<file path="config.mk">
export PLATFORM = sky130hd
export DESIGN_NAME = strip_hit_sharing_merger
export DESIGN_NICKNAME = d
export VERILOG_FILES = /design/src/sv/shm_pkg.sv /design/src/sv/shm_step.sv /design/src/sv/strip_hit_sharing_merger.sv
export SDC_FILE = /design/constraint.sdc
export NUM_CORES = 1
export LEC_CHECK = 0
export ABC_CLOCK_PERIOD_IN_PS = 12140
export BUFFER_PORTS_ARGS = -buffer_cell sky130_fd_sc_hd__clkbuf_2
export CORE_MARGIN = 3
export CORE_UTILIZATION = 45
export DETAILED_ROUTE_END_ITERATION = 7
export GPL_ROUTABILITY_DRIVEN = 0
export GPL_TIMING_DRIVEN = 0
export PLACE_DENSITY = 0.63
export RECOVER_POWER = 50
export SYNTH_ARGS = -nofsm -noshare
export SYNTH_HDL_FRONTEND = slang
export SYNTH_HIERARCHICAL = 1
export SYNTH_SLANG_ARGS = --single-unit
</file>
<file path="constraint.sdc">
create_clock -name clk -period 12.14 [get_ports clk]
set_clock_uncertainty 0.15 [all_clocks]
set_input_delay 1.214 -clock clk [delete_from_list [all_inputs] [get_ports clk]]
set_output_delay 1.214 -clock clk [all_outputs]
set_load 0.005 [all_outputs]
</file>
<file path="src/sv/shm_pkg.sv">
`default_nettype none

package shm_pkg;

    // Field widths
    localparam int ENERGY_WIDTH = 16;
    localparam int COS_WIDTH    = 16;
    localparam int SUM_WIDTH    = 18;
    localparam int COUNT_WIDTH  = 2;
    localparam int PROD_WIDTH   = SUM_WIDTH + COS_WIDTH;
    localparam int COS_FRAC     = 15;

    // Largest cluster size before a forced emit
    localparam logic [COUNT_WIDTH-1:0] COUNT_MAX = 2'd3;

    // Configuration register indexes
    typedef enum logic [1:0] {
        REG_CLUSTER_MODE   = 2'd0,
        REG_LOW_CUT        = 2'd1,
        REG_QUIET_NEXT_CUT = 2'd2
    } cfg_index_t;

    localparam logic [ENERGY_WIDTH-1:0] LOW_CUT_RESET        = ENERGY_WIDTH'(205);
    localparam logic [ENERGY_WIDTH-1:0] QUIET_NEXT_CUT_RESET = ENERGY_WIDTH'(10);

    // Configuration registers
    typedef struct packed {
        logic                    cluster_mode;
        logic [ENERGY_WIDTH-1:0] low_cut;
        logic [ENERGY_WIDTH-1:0] quiet_next_cut;
    } cfg_t;

    // One strip
    typedef struct packed {
        logic                    sector_start;
        logic                    strip_valid;
        logic [ENERGY_WIDTH-1:0] energy;
        logic [ENERGY_WIDTH-1:0] prev_energy;
        logic [ENERGY_WIDTH-1:0] next_energy;
        logic [ENERGY_WIDTH-1:0] upper_cut;
        logic [COS_WIDTH-1:0]    cos_theta;
    } strip_t;

    // Merging state carried from strip to strip
    typedef struct packed {
        logic [SUM_WIDTH-1:0]   cluster_sum;
        logic [COUNT_WIDTH-1:0] cluster_count;
        logic                   shared_with_next;
        logic                   shared_with_prev;
    } merge_state_t;

    // Result of one strip
    typedef struct packed {
        logic [SUM_WIDTH-1:0] hit_energy;
        logic                 hit;
    } result_t;

    // Saturating add of a sum and an energy
    function automatic logic [SUM_WIDTH-1:0] sat_add(input logic [SUM_WIDTH-1:0] a,
                                                     input logic [ENERGY_WIDTH-1:0] b);
        logic [SUM_WIDTH:0] s;
        s = {1'b0, a} + (SUM_WIDTH+1)'(b);
        return s[SUM_WIDTH] ? {SUM_WIDTH{1'b1}} : s[SUM_WIDTH-1:0];
    endfunction

endpackage

`default_nettype wire

</file>
<file path="src/sv/shm_step.sv">
`default_nettype none

// Next-state and result logic for one strip: compares, one add chain, one multiply
module shm_step (
    input  wire  shm_pkg::cfg_t         cfg,
    input  wire  shm_pkg::strip_t       strip,
    input  wire  shm_pkg::merge_state_t state,
    output shm_pkg::merge_state_t       state_next,
    output shm_pkg::result_t            result
);
    import shm_pkg::*;

    merge_state_t           st;
    logic                   active;
    logic                   e_above;
    logic [SUM_WIDTH-1:0]   sum_acc;
    logic [COUNT_WIDTH-1:0] cnt_acc;
    logic                   emit;
    logic [SUM_WIDTH-1:0]   total;
    logic                   take_prev;
    logic                   take_next;
    logic [SUM_WIDTH-1:0]   scale_op;
    logic [PROD_WIDTH-1:0]  prod;
    logic [PROD_WIDTH:0]    rounded;
    logic [SUM_WIDTH-1:0]   scaled;
    logic                   nonzero;

    // Sector start clears state before the strip is used
    assign st     = strip.sector_start ? '0 : state;
    assign active = strip.strip_valid && (strip.energy != '0);

    // Cluster accumulation
    assign e_above = strip.energy > cfg.low_cut;
    assign sum_acc = e_above ? sat_add(st.cluster_sum, strip.energy) : st.cluster_sum;
    assign cnt_acc = (e_above && st.cluster_count < COUNT_MAX)
                   ? st.cluster_count + COUNT_WIDTH'(1) : st.cluster_count;
    assign emit    = ((strip.next_energy < cfg.quiet_next_cut) && (sum_acc != '0))
                   || (cnt_acc == COUNT_MAX);

    // Neighbor sharing sum
    assign take_prev = (strip.prev_energy > cfg.low_cut) && (strip.prev_energy < strip.upper_cut)
                     && !st.shared_with_prev;
    assign take_next = (strip.next_energy > cfg.low_cut) && (strip.next_energy < strip.upper_cut);

    always_comb
    begin
        total = SUM_WIDTH'(strip.energy);
        if (take_prev)
            total = sat_add(total, strip.prev_energy);
        if (take_next)
            total = sat_add(total, strip.next_energy);
    end

    // Cosine scaling, round half up, saturate
    assign scale_op = cfg.cluster_mode ? sum_acc : total;
    assign prod     = scale_op * strip.cos_theta;
    assign rounded  = {1'b0, prod} + (PROD_WIDTH+1)'(1 << (COS_FRAC - 1));
    assign scaled   = (|rounded[PROD_WIDTH:SUM_WIDTH+COS_FRAC])
                    ? {SUM_WIDTH{1'b1}} : rounded[SUM_WIDTH+COS_FRAC-1:COS_FRAC];
    assign nonzero  = scaled != '0;

    // State update and result selection
    always_comb
    begin
        state_next = st;
        result     = '0;
        if (active)
        begin
            if (cfg.cluster_mode)
            begin
                state_next.cluster_sum   = sum_acc;
                state_next.cluster_count = cnt_acc;
                if (emit)
                begin
                    state_next.cluster_sum   = '0;
                    state_next.cluster_count = '0;
                    result.hit_energy        = scaled;
                    result.hit               = nonzero;
                end
            end
            else if (st.shared_with_next)
            begin
                state_next.shared_with_next = 1'b0;
                state_next.shared_with_prev = 1'b1;
            end
            else if (strip.energy < cfg.low_cut)
            begin
                state_next.shared_with_next = 1'b0;
                state_next.shared_with_prev = 1'b0;
            end
            else
            begin
                result.hit_energy = scaled;
                result.hit        = nonzero;
                if (nonzero)
                begin
                    state_next.shared_with_next = take_next;
                    state_next.shared_with_prev = 1'b1;
                end
                else
                begin
                    state_next.shared_with_next = 1'b0;
                    state_next.shared_with_prev = 1'b0;
                end
            end
        end
    end

endmodule

`default_nettype wire

</file>
<file path="src/sv/strip_hit_sharing_merger.sv">
`default_nettype none

// Strip hit-sharing merger. One strip request per cycle enters on the s_axis side, unless
// m_axis_tready stalls the output, and gives exactly one result on the m_axis side, in order.
// Each strip passes an input register, then a result register, with the combinational
// step logic (one 18x16 multiply) between them. The merge state (cluster sum, count,
// sharing flags) is updated as each strip moves into the result register, so consecutive
// strips chain without bubbles. Configuration registers are written over the cfg channel,
// which is always ready; write them only while idle.
module strip_hit_sharing_merger (
    input  wire         clk,
    input  wire         rst_n,
    // Strip requests
    input  wire         s_axis_tvalid,
    output logic        s_axis_tready,
    input  wire  [79:0] s_axis_tdata,  // energy, prev_energy, next_energy, upper_cut, cos_theta
    input  wire  [1:0]  s_axis_tuser,  // sector_start, strip_valid
    // Results
    output logic        m_axis_tvalid,
    input  wire         m_axis_tready,
    output logic [23:0] m_axis_tdata,  // hit_energy, zero fill
    output logic        m_axis_tuser,  // hit
    // Configuration writes
    input  wire         cfg_valid,
    output logic        cfg_ready,
    input  wire  [1:0]  cfg_index,
    input  wire  [15:0] cfg_data
);
    import shm_pkg::*;

    cfg_t         cfg_reg;
    strip_t       strip_reg;
    logic         in_valid_reg;
    merge_state_t state_reg;
    merge_state_t state_next;
    result_t      result_next;
    result_t      result_reg;
    logic         out_valid_reg;
    logic         out_free;
    logic         advance;
    strip_t       strip_in;

    // Configuration port
    assign cfg_ready = 1'b1;

    always_ff @(posedge clk or negedge rst_n)
    begin
        if (!rst_n)
        begin
            cfg_reg.cluster_mode   <= 1'b0;
            cfg_reg.low_cut        <= LOW_CUT_RESET;
            cfg_reg.quiet_next_cut <= QUIET_NEXT_CUT_RESET;
        end
        else if (cfg_valid)
        begin
            case (cfg_index)
                REG_CLUSTER_MODE:   cfg_reg.cluster_mode   <= cfg_data[0];
                REG_LOW_CUT:        cfg_reg.low_cut        <= cfg_data[ENERGY_WIDTH-1:0];
                REG_QUIET_NEXT_CUT: cfg_reg.quiet_next_cut <= cfg_data[ENERGY_WIDTH-1:0];
                default:            ;
            endcase
        end
    end

    // Unpack the strip request
    assign strip_in.sector_start = s_axis_tuser[0];
    assign strip_in.strip_valid  = s_axis_tuser[1];
    assign strip_in.energy       = s_axis_tdata[15:0];
    assign strip_in.prev_energy  = s_axis_tdata[31:16];
    assign strip_in.next_energy  = s_axis_tdata[47:32];
    assign strip_in.upper_cut    = s_axis_tdata[63:48];
    assign strip_in.cos_theta    = s_axis_tdata[79:64];

    // Pipeline flow control
    assign out_free      = !out_valid_reg || m_axis_tready;
    assign advance       = in_valid_reg && out_free;
    assign s_axis_tready = !in_valid_reg || out_free;

    // Input register
    always_ff @(posedge clk or negedge rst_n)
    begin
        if (!rst_n)
            in_valid_reg <= 1'b0;
        else if (s_axis_tready)
            in_valid_reg <= s_axis_tvalid;
    end

    always_ff @(posedge clk)
    begin
        if (s_axis_tready && s_axis_tvalid)
            strip_reg <= strip_in;
    end

    // Step logic
    shm_step u_step (
        .cfg        (cfg_reg),
        .strip      (strip_reg),
        .state      (state_reg),
        .state_next (state_next),
        .result     (result_next)
    );

    // Merge state, updated as each strip completes
    always_ff @(posedge clk or negedge rst_n)
    begin
        if (!rst_n)
            state_reg <= '0;
        else if (advance)
            state_reg <= state_next;
    end

    // Result register
    always_ff @(posedge clk or negedge rst_n)
    begin
        if (!rst_n)
            out_valid_reg <= 1'b0;
        else if (out_free)
            out_valid_reg <= in_valid_reg;
    end

    always_ff @(posedge clk)
    begin
        if (advance)
            result_reg <= result_next;
    end

    assign m_axis_tvalid = out_valid_reg;
    assign m_axis_tdata  = {{(24-SUM_WIDTH){1'b0}}, result_reg.hit_energy};
    assign m_axis_tuser  = result_reg.hit;

endmodule

`default_nettype wire
</file>
==> results summary, run 1 <==
The flow ran to the end, but the final reports show violations. The checks that failed: max-capacitance violations, max-slew violations. The vias after detailed routing came out at 17,316. The initial standard-cell utilization of the core came out at 0.457. On the critical path, the stage with the largest delay is an instance of fa_1. Dividing the synthesized area by the synthesized cell count gives 9.42 µm².

The HPWL after detailed placement is 49,400 µm. The total of buffers placed on input and output ports came out at 125. The worst relative slew slack came out at -1.21. The critical path is of the reg2reg type. The die span in x is 224 µm.

In the global route stage, overall resource usage came out at 0.249. The total clock sinks is 158. The final layout contains 3,049 nets. The first global-routing pass estimated 98,000 µm of wire.

The iteration count of the initial detailed-routing pass is 5. The sum of overflow across all layers after global routing is 0. The maximum clock frequency came out at 84.7 MHz. TritonCTS built the clock tree. The final instance area came out at 0.0244 mm².

The slew at the pin with the worst max-slew slack is 3320 ps. Along the worst hold path, the cell count comes to 1. The number of primary I/O pins came out at 133. The row count came out at 79.

The total clock buffers created by CTS came out at 17. In this run, the number of DRC markers left after iteration 0 of detailed routing was 1,224. The flip-flop count of the largest register after layout came out at 82.

STA classifies the critical path endpoint as a register. The vertical extent of the die is 224 µm. Among all flip-flop cells after synthesis, the most frequent one is edfxtp_1.

The standard cell area after detailed placement came out at 0.0228 mm². The area overhead of the layout relative to synthesis is 13.9%. The core region is 0.0468 mm². After detailed routing, the number of vias per cell comes to 5.62. Clock tree synthesis selected as its root buffer the cell clkbuf_16. The post-route minimum period came out at 11,800 ps. The number of pins with negative max-slew slack in the final report came to 58. The detail-routed net length per standard cell came out at 19.8 µm.

In this run, synthesis inferred 101 flip-flops with an integrated enable. The total detailed-routing wirelength is 60,900 µm. The number of hold violations in the final report is 0. The clock transition at the register clock pins on the worst setup and hold paths after CTS is 70 ps. The number of storage elements in the synthesis netlist is 158.

The fraction of layout instances using a drive strength above 1 is 0.167. The path with the worst hold slack has its endpoint at m_axis_tvalid. The worst register-to-register path begins at strip_reg[57]. The Yosys step of the flow raised 6 warnings. The largest stage delay on the critical path came out at 550 ps. The clock network latency to the later pin of the worst-skew pair is 460 ps.

The required time of the critical path came out at 12,320 ps. The library cell used most frequently in the layout, excluding fill and tap cells, is inv_1. The largest net degree at the start of global routing came out at 72.

The number of max-cap violations is 1. The deepest clock path buffer count is 2. The synthesized netlist occupies a cell area of 0.0214 mm². The startpoint of the lowest-slack hold path is in_valid_reg. The top cell types in the final layout, fill and taps aside, are inv_1 (351), ha_1 (248), fa_1 (222). Counting flops with an async set or reset pin after synthesis yields a share of 0.361. The worst register-to-register path has a setup slack of 340 ps. The total number of H-tree levels came out at 4. Counting every instance in the synthesized netlist gives 2,270. Among the stages of the critical path, the cell type that occurs most often is fa_1. The depth of the worst register-to-register path came out at 47. The worst path arrival time is 11,980 ps. In this run the remaining antenna-violating nets after routing total 0. The class of the worst hold path is reg2reg. Of all nets on the critical path, the largest fanout is 7.

The type of origin of the critical path is a register. Dividing the final minimum period by the clock period gives 0.972. Of the synthesized area, sequential elements account for 0.209. The floorplan die area came out at 0.0502 mm². The via count of the first global-routing pass came out at 18,093. The number of remaining DRC errors is 0.

The number of failing setup endpoints in the final timing report came out at 0. The count of cell types in the netlist is 97. The initial antenna violation count came out at 0.

The capture instance of the worst register-to-register path is state_reg[1].
==> layer usage <==
layer,global-route usage,vias to the layer above,part of all wire
met1,0.323,8552,0.42
li1,-,8043,-
met2,0.426,618,0.50
met3,0.0370,103,0.058
met5,0,-,0
met4,0.0858,0,0.028
==> stage by stage <==
step	hold WS (ps)	std cells	setup TNS, ps	utilization	setup slack [ps]
after floorplan	307	2275	0	-	628
after CTS	351	3053	0	0.508	2.62
after global placement	324	3007	-27370	0.487	-1690
after detailed placement	332	3008	-29520	0.488	-1820
after global routing	359	3077	-329	0.521	-114
final	346	3079	0	0.521	337
==> how the worst max path moves through the flow <==
stage | startpoint | endpoint | slack [ps] | cells after the start
global placement | cfg_reg[22] | state_reg[0] | -1690 | 46
CTS | strip_reg[62] | state_reg[0] | 3 | 47
finish | strip_reg[57] | state_reg[1] | 340 | 47
global route | strip_reg[58] | state_reg[0] | -110 | 47
detailed placement | cfg_reg[22] | state_reg[0] | -1820 | 46
floorplan | cfg_reg[22] | state_reg[0] | 630 | 48
==> cell usage after synthesis (all sizes together), types with 14 or more instances <==
library cell	n	area, µm²
nor3	43	231
xor2	14	123
edfxtp	101	3030
fa	226	4520
a211oi	24	185
xnor2	26	228
nand2b	18	113
inv	354	1330
nor2	77	289
and3	34	223
ha	261	3270
mux2	56	706
o21bai	15	113
and2	138	863
o21ai	56	280
nor2b	35	219
buf	30	181
a21oi	115	583
nand2	212	796
o22ai	14	87.6
clkbuf	58	218
nand3	48	245
or3	14	87.6
nand4	24	156
a21o	50	375
dfrtp	50	1250
o31ai	19	148
==> worst max-delay path: cells and delay by family (launching register included) <==
kind | cells | cell delay (ps)
adders and majority gates | 10 | 4210
and+or+nand+nor | 15 | 2890
muxes | 1 | 280
AOI/OAI and AO/OA | 15 | 3180
buffers and inverters | 5 | 300
DFF | 1 | 480
xor gates and xnor gates | 1 | 150
==> repair_timing <==
action                                 4_1_cts  5_1_grt
setup endpoints to repair                   21       21
buffers inserted                            14       26
pin swaps                                   10       58
hold buffers                                 0        0
gates resized for setup                     64      113
endpoints found under the hold margin        0        0
==> cell type report <==
type	count	area [µm²]
Sequential cell	158	4470
Antenna cell	2	5.00
Multi-Input combinational cell	1675	15800
Timing Repair Buffer	166	967
Fill cell	4294	22400
Tap cell	607	759
Buffer	85	445
Clock inverter	14	136
Inverter	354	1330
Clock buffer	18	439
==> cells by family (layout without fill, tap and decap cells) <==
kind of cell    Yosys count  after routing  synth area share
mux                      65             65            0.0372
other cells               2              9          0.000351
flops                   158            158             0.209
simple gates            683            683             0.167
fa+ha+maj               487            487             0.364
buf+inv                 442            637            0.0808
xor+xnor                 40             40            0.0164
compound gates          393            393             0.125
Power of run 1 is left out: the tool's default activity adds up to more than one toggle a clock period on the data nets, which glitch-free logic cannot reach.
==> run 2, diff against run 1 <==
- CELL_PAD_IN_SITES_DETAIL_PLACEMENT: default -> 0
- CELL_PAD_IN_SITES_GLOBAL_PLACEMENT: default -> 2
- CORE_UTILIZATION: 45 -> 37
- PLACE_DENSITY: 0.63 -> 0.78
==> results summary, run 2 (synthesized netlist as in run 1, its figures left out) <==
The initial standard-cell utilization of the core is 0.376 (-0.0811). The floorplan die area came out at 0.0607 mm² (+21%). For this design, the slowest cell found on the critical path is fa_2. The worst relative slew slack is -1.27 (-0.0557). The vertical extent of the die was 246 µm (+10%). The detail-routed net length per standard cell came to 20.4 µm (+3.3%). The total number of H-tree levels is 4 (unchanged). The final period utilization was 0.975 (+0.00271). The total global routing track utilization came out at 0.223 (-0.0259).

The final hold slack came to 346 ps (+0.398 ps). The core box area came out at 0.0568 mm² (+22%). The number of pins with negative max-slew slack in the final report is 58 (unchanged).

The source of the worst register-to-register timing path is strip_reg[63]. The vias after detailed routing is 17,040 (-1.6%). The HPWL after detailed placement was 53,800 µm (+9.0%).

The total of buffers placed on input and output ports came to 125 (unchanged). STA classifies the critical path endpoint as a register. The checks that failed: max-capacitance violations, max-slew violations. The sum of overflow across all layers after global routing is 0 (unchanged). The detailed-route vias per instance came to 5.27 (-6.3%). The total clock buffers created by CTS came out at 17 (unchanged). The number of nets in the layout came to 3,057 (+0.26%). The number of max-cap violations is 1 (unchanged).

The slew at the pin with the worst max-slew slack came to 3400 ps (+83.6 ps). STA classifies the critical path startpoint as a register. The worst hold path terminates at m_axis_tvalid. The largest net degree at the start of global routing came to 72 (unchanged). The total detailed-routing wirelength came out at 66,100 µm (+8.5%). The worst-path maximum fanout came out at 7 (unchanged).

The worst path arrival time came out at 12,050 ps (+70 ps). The row count was 87 (+10%). The flip-flop count of the largest register after layout came out at 82 (unchanged). The worst hold path begins at in_valid_reg. The first-iteration detailed-routing DRC count came out at 972 (-21%). The largest stage delay on the critical path is 590 ps (+40 ps). The capture instance of the worst register-to-register path is state_reg[0]. The number of remaining DRC errors came out at 0 (unchanged). The depth of the worst register-to-register path came out at 47 (unchanged). The run finished, with violations left. The required time of the critical path is 12,360 ps (+40 ps). The total clock sinks is 158 (unchanged). The maximum clock frequency came out at 84.5 MHz (-0.28%). The number of primary I/O pins came out at 133 (unchanged). The critical path is of the reg2reg type. The number of hold violations in the final report came out at 0 (unchanged). The area overhead of the layout relative to synthesis came out at 16.0%. The initial antenna violation count came out at 1 (+1).

Leaving out fill and tap cells, the most frequent cell in the layout is inv_1. The cell count of the worst hold path is 1 (unchanged). The TritonCTS clock tree is built.

The clock network latency to the later pin of the worst-skew pair is 490 ps (+30 ps). The deepest clock path buffer count is 2 (unchanged). The global-route wire length before repair is 102,000 µm (+4.4%).

The die span in x is 246 µm (+10%). The post-route minimum period came out at 11,840 ps (+32.9 ps). The number of routed nets with antenna violations came out at 0 (unchanged). The fill cell instance count of the final layout is 5,605 (+31%). The reg2reg setup slack was 300 ps (-30 ps).

The iteration count of the initial detailed-routing pass came to 6 (+1). The fraction of layout instances using a drive strength above 1 came out at 0.178 (+0.0112). The tree is rooted in a clkbuf_16. The number of failing setup endpoints in the final timing report is 0 (unchanged). In the layout the commonest cells are inv_1 (348), ha_1 (248), fa_1 (218). The clock transition at the register clock pins on the worst setup and hold paths after CTS came out at 70 ps (about the same).

The worst hold path belongs to the class reg2reg. The via count of the first global-routing pass is 17,753 (-1.9%).
run 2: timing repair:
action	in CTS	in global routing
hold buffers	0	0
resized for setup	86	112
pin swaps	14	58
endpoints found under the setup margin	21	21
setup buffers	18	33
run 2: metal layers:
| metal | vias up | part of all wire | track usage |
|---|---|---|---|
| met5 | - | 0 | 0 |
| met4 | 0 | 0.029 | 0.0794 |
| met3 | 82 | 0.038 | 0.0327 |
| met2 | 353 | 0.49 | 0.380 |
| met1 | 8530 | 0.44 | 0.287 |
| li1 | 8075 | - | - |
run 2: final cells by class:
type	count	area [µm²]	share of cell area
plain buffers	83	447	0.0180
inverters	354	1330	0.0536
well taps	756	946	0.0381
repair buffers	176	1040	0.0421
diodes	1	2.50	0.000101
clock inverters	15	190	0.00767
clock buffers	17	425	0.0172
multi-input cells	1675	16000	0.643
flip-flops and latches	158	4470	0.180
run 2: worst max-delay path by stage:
| stage | start | to | cells after the start |
|---|---|---|---|
| floorplan | cfg_reg[22] | state_reg[0] | 48 |
| global placement | cfg_reg[22] | state_reg[0] | 48 |
| detailed placement | cfg_reg[22] | state_reg[0] | 48 |
| CTS | cfg_reg[22] | state_reg[1] | 49 |
| global route | cfg_reg[22] | state_reg[1] | 46 |
| finish | strip_reg[63] | state_reg[0] | 47 |
run 2: stage by stage:
| stage | instances | TNS [ps] | worst slack (ps) | instance area, µm² | util |
|---|---|---|---|---|---|
| 2_1_floorplan | 2275 | 0 | 628 | 21400 | - |
| 3_3_place_gp | 3156 | -35300 | -2070 | 23000 | 0.404 |
| 3_5_place_dp | 3157 | -37200 | -2160 | 23000 | 0.405 |
| 4_1_cts | 3205 | 0 | 10.3 | 24100 | 0.425 |
| 5_1_grt | 3234 | -812 | -115 | 24800 | 0.436 |
| 6_report | 3235 | 0 | 304 | 24800 | 0.437 |
run 2: worst max-delay path: cells and delay by family (launching register included):
kind / cells / cell delay [ps]
xor gates and xnor gates: 1 / 120
and+or+nand+nor: 11 / 2520
DFF: 1 / 470
muxes: 1 / 290
AOI/OAI and AO/OA: 19 / 3690
buffers and inverters: 5 / 260
adders and majority gates: 10 / 4230
Power of run 2 is left out for the same reason.
